<file path="src/rtl/lit_pkg.sv">
// lit_pkg: shared types and constants for the LRU id tracker.
// No dependencies; imported by lit_csr, lit_store and lru_id_tracker.
`default_nettype none

package lit_pkg;

   localparam int ID_W    = 64;
   localparam int CAP_W   = 7;
   localparam int DATA_W  = 32;
   localparam int PADDR_W = 3;
   localparam int CSR_IDX_W = PADDR_W - 2;

   // register indexes
   localparam logic [CSR_IDX_W-1:0] REG_CAPACITY = 1'b0;

   // item kinds
   localparam logic KIND_TOUCH  = 1'b0;
   localparam logic KIND_DELETE = 1'b1;

   typedef enum logic [2:0] {
      OP_NONE,
      OP_DELETE,
      OP_PROMOTE,
      OP_INSERT,
      OP_EVICT
   } lit_op_type;

   // register file to store
   typedef struct packed {
      logic             clear;
      logic [CAP_W-1:0] capacity;
   } lit_ctrl_type;

   typedef struct packed {
      logic                   evicted;
      logic signed [ID_W-1:0] evicted_id;
   } lit_result_type;

endpackage

`default_nettype wire

</file>
<file path="src/rtl/lit_csr.sv">
// lit_csr: APB register file holding the capacity register.
// Depends on lit_pkg; feeds capacity and a store clear pulse to lit_store.
`default_nettype none

module lit_csr
   import lit_pkg::*;
#(
   parameter int MAX_ENTRIES = 64
) (
   input  wire logic               clock,
   input  wire logic               reset,
   input  wire logic               psel,
   input  wire logic               penable,
   input  wire logic               pwrite,
   input  wire logic [PADDR_W-1:0] paddr,
   input  wire logic [DATA_W-1:0]  pwdata,
   output logic      [DATA_W-1:0]  prdata,
   output logic                    pready,
   output lit_ctrl_type            ctrl
);

   localparam int CAP_RESET = (MAX_ENTRIES < 64) ? MAX_ENTRIES : 64;

   logic [CAP_W-1:0]     capacity_ff;
   logic [CAP_W-1:0]     capacity_in;
   logic [CSR_IDX_W-1:0] reg_idx;
   logic                 cap_write;

   assign reg_idx   = paddr[PADDR_W-1:2];
   assign pready    = 1'b1;
   assign cap_write = psel && penable && pwrite && pready && (reg_idx == REG_CAPACITY);

   // clamp the written value into 1..MAX_ENTRIES
   always_comb begin
      capacity_in = pwdata[CAP_W-1:0];
      if (capacity_in == '0) begin
         capacity_in = CAP_W'(1);
      end
      if (32'(capacity_in) > MAX_ENTRIES) begin
         capacity_in = CAP_W'(MAX_ENTRIES);
      end
   end

   always_ff @(posedge clock) begin
      if (reset) begin
         capacity_ff <= CAP_W'(CAP_RESET);
      end else if (cap_write) begin
         capacity_ff <= capacity_in;
      end
   end

   always_comb begin
      prdata = '0;
      if (reg_idx == REG_CAPACITY) begin
         prdata = {{(DATA_W-CAP_W){1'b0}}, capacity_ff};
      end
   end

   assign ctrl.clear    = cap_write;
   assign ctrl.capacity = capacity_ff;

endmodule

`default_nettype wire

</file>
<file path="config.mk">
export PLATFORM = sky130hd
export DESIGN_NAME = lit_csr
export DESIGN_NICKNAME = d
export VERILOG_FILES = /design/src/rtl/lit_pkg.sv /design/src/rtl/lit_csr.sv
export SDC_FILE = /design/constraint.sdc
export NUM_CORES = 1
export LEC_CHECK = 0
export BUFFER_PORTS_ARGS = -buffer_cell sky130_fd_sc_hd__buf_4
export CAP_MARGIN = 20
export CORE_MARGIN = 1
export CORE_UTILIZATION = 31
export DETAILED_ROUTE_END_ITERATION = 6
export PLACE_DENSITY = 0.83
export SLEW_MARGIN = 20
export SYNTH_ARGS = -nofsm -noshare
export SYNTH_HDL_FRONTEND = slang
export SYNTH_SLANG_ARGS = --single-unit
export TNS_END_PERCENT = 10
</file>
<file path="constraint.sdc">
create_clock -name clock -period 2.2 [get_ports clock]
set_input_delay 0.44 -clock clock [delete_from_list [all_inputs] [get_ports clock]]
set_output_delay 0.44 -clock clock [all_outputs]
set_load 0.05 [all_outputs]
</file>
Word level (Yosys, flattened, before mapping)
Cells that the tools add are included.
W data, S select, Z words.
{ "word_totals": {"reg_bits": 7, "in_bits": 40, "output_inout_bits": 41, "wordCells": 10} }
{ "op_classes": {"magnitude_cmp": 1, "muxes": 3, "n_bitwise": 1, "reduce_logical": 4} }
{ "ops": {"columns": ["operator", "n"], "rows": [
  ["$mux W7", 3],
  ["$gt A7 B7 Y1 const B", 1],
  ["$logic_not A7 Y1", 1],
  ["$logic_and A1 B1 Y1", 3],
  ["$not A1 Y1", 1]
]} }

Logic depth before layout (Yosys ltp)
{ "logic_depth": {"ltp_word": 4, "ltp_mapped": 4, "mapped_depth_nobuf": 4} }

Worst setup path after synthesis
Ideal clock, no wire load.
{ "synth_timing": {"path_kind": "flip-flop to output port", "startpoint": "register capacity_ff[0]", "endpoint": "output port prdata[0]", "t_arrival_ns": 1.010, "slack_ns": 0.750, "path_stages_with_launch": 2, "path_cell_list": "dfxtp_1 -> and2b_2"} }
{ "synth_between": {"elab_chain_len": 1} }
{ "synth_lines": {"columns": ["element", "line_no", "text"], "rows": [
  ["start, declared", "lit_csr.sv:24", "logic [CAP_W-1:0] capacity_ff;"],
  ["start signal, assigned", "lit_csr.sv:46", "capacity_ff <= CAP_W'(CAP_RESET);"],
  ["start signal, assigned", "lit_csr.sv:48", "capacity_ff <= capacity_in;"],
  ["$mux W7", "lit_csr.sv:54", "if (reg_idx == REG_CAPACITY) begin"],
  ["end, declared", "lit_csr.sv:17", "output logic [DATA_W-1:0] prdata,"]
]} }
Every way passes these cells.

==> flow_metrics.env <==
export IMPL_outcome="completed"
export IMPL_synth_adder_area_share=0
export IMPL_final_max_slew_violation_count=0
export IMPL_ys_flop_type="dfxtp_1"
export IMPL_r2r_cells=2
export IMPL_cts_hold_buffers_added=0
export IMPL_synth_edff_count=0
export IMPL_drt_pass1_iter_count=4
export IMPL_rows=15
export IMPL_gp_congestion=0.664
export IMPL_cts_tree="done"
export IMPL_synth_mux_area_frac=0
export IMPL_initial_core_util=0.328
export IMPL_crit_fanout=9
export IMPL_critPathCapture="ctrl[7]"
export IMPL_portBuffers=27
export IMPL_grt_pass1_vias=357
export IMPL_hold_violations=0
export IMPL_hold_class="input port to register"
export IMPL_area_growth_pct=26.1
export IMPL_synth_top_family_by_area="buffers and inverters"
export IMPL_num_vias=458
export IMPL_drtAntennaViolNets=0
export IMPL_leakage_nw=0.386
export IMPL_utilization=0.413
export IMPL_grt_antenna_before_repair=0
export IMPL_grt_pass1_wl_um=1470
export IMPL_cap_violations=0
export IMPL_syn_avg_cell_area_um2=8.32
export IMPL_crit_required_ps=1760
export IMPL_yosys_area_share_simple=0.305
export IMPL_nets=137
export IMPL_cts_sinks=7
export IMPL_ys_seq_area_frac=0.248
export IMPL_synth_area_top_cells="buf_4 36%, dfxtp_1 25%, and2b_2 11%"
export IMPL_io_pins=81
export IMPL_synth_distinct_cells=12
export IMPL_overflow=0
export IMPL_cts_root_buf="clkbuf_4"
export IMPL_regArea_um2=140
export IMPL_fin_skew_ps=0
export IMPL_yosysMostFrequentCell="buf_4"
export IMPL_synth_xor_area_frac=0
export IMPL_setup_tns_ps=0
export IMPL_syn_instance_count=68
export IMPL_routed_wl_um=1020
export IMPL_setup_slack_ps=578
export IMPL_synth_top_area_cell="buf_4"
export IMPL_synth_compound_area_frac=0.0686
export IMPL_dieArea_um2=2000
export IMPL_cts_buffer_depth=2
export IMPL_drcViolationCount=0
export IMPL_r2r_setup_slack_ps=1580
export IMPL_post_drt_wl_per_cell_um=8.45
export IMPL_fp_dieW_um=44.7
export IMPL_powerDensity_nw_per_um2=563
export IMPL_drive_gt1_frac=0.406
export IMPL_synthTopCellsByCount="27 x buf_4, 7 x and2b_2, 7 x dfxtp_1, 7 x nand2_1, 7 x nand3b_1"
export IMPL_power_w=0.000401
export IMPL_dpl_hpwl_um=827
export IMPL_vias_per_cell=3.79
export IMPL_diodes=0
export IMPL_top_regs="capacity_ff (7)"
export IMPL_fin_crit_sh=0.737
export IMPL_critPathArrivalTime_ps=1180
export IMPL_async_reset_ff_frac=0
export IMPL_die_h_um=44.7
export IMPL_numCtsBuffers=3
export IMPL_regMostFlops="capacity_ff"
export IMPL_reg2reg_to="capacity_ff[0]"
export IMPL_grt_use_total=0.105
export IMPL_fmax_ghz=0.617
export IMPL_ir_drop_mv=0.251
export IMPL_insertion_delay_ps=250
export IMPL_post_cts_resized=0
export IMPL_final_setup_viol_count=0
export IMPL_clkTransAtPathRegs_ps=50
export IMPL_whs_ps=415
export IMPL_fillers=192
export IMPL_syn_cell_area_um2=566
export IMPL_h_tree_depth=1
export IMPL_dpl_worst_slack_ps=564
export IMPL_synth_top_area_share=0.358
export IMPL_rsz0062_at_grt="no"
export IMPL_cts_setup_buffers=0
export IMPL_drtIter0Drc=6
export IMPL_fin_crit_ps=1620
export IMPL_largest_reg_flops=7
export IMPL_endpoint_kind="output port"
export IMPL_yosys_warnings=0
export IMPL_grt_max_degree=10
export IMPL_ys_ff_latch=7
export IMPL_multiInputGateArea_um2=309
export IMPL_critical_path_class="input port to output port"
export IMPL_start_kind="input port"
export IMPL_startpoint="paddr[2]"
export IMPL_r2r_start="capacity_ff[0]"
export IMPL_core_area_um2=1730
[cell usage in the layout, fill, tap and decap left out, drive strengths merged]
master	Yosys	final
buf	27	27
conb	2	26
and2b	7	7
nand3b	7	7
nand2	7	7
dfxtp	7	7
a21oi	6	6
clkbuf	0	4
nand4b	1	1
inv	1	1
nor3	1	1
nor2	1	1
o41ai	1	1
[critical path: stages]
cell and delay, ps:
buf_4 140, nand4b_4 240, inv_2 150, buf_4 210
[worst min-delay path by stage]
stage | from | to | slack, ps | cells past startpoint
after floorplan | reset | capacity_ff[1] | 510 | 1
after global placement | capacity_ff[5] | capacity_ff[5] | 450 | 2
after detailed placement | capacity_ff[1] | capacity_ff[1] | 460 | 2
after CTS | reset | capacity_ff[4] | 400 | 2
after global routing | reset | capacity_ff[1] | 400 | 2
final | reset | capacity_ff[1] | 420 | 2
[layout make-up]
type	count	share of cell area
multi-input cells	57	0.433
repair buffers	27	0.284
flip-flops and latches	7	0.196
well taps	25	0.0439
clock buffers	4	0.0368
inverters	1	0.00526
[cell families after synthesis]
kind of cell | count (synthesis)
AO/OA/AOI/OAI | 7
flip-flops | 7
buffers and inverters | 28
other | 2
AND/OR/NAND/NOR | 24
[where the power goes]
group          internal (W)  switching [W]  leakage, nW
combinational     0.0000272       0.000128        0.314
clock             0.0000691      0.0000464       0.0150
sequential         0.000129     0.00000131       0.0566
[routing by layer]
metal / share of wire / GRT usage / wire [µm] / up-vias
met2: 0.52 / 0.168 / 534 / 32
met3: 0.11 / 0.0480 / 111 / 0
met4: 0 / 0.0545 / 0 / 0
li1: - / - / - / 223
met5: 0 / 0 / 0 / -
met1: 0.37 / 0.118 / 376 / 203
[per-stage QoR]
step	area, µm²	cells
floorplan	656	92
global placement	687	117
detailed placement	687	117
CTS	713	121
global route	713	121
finish	713	121
No activity file was read; power rests on OpenSTA's default activity.
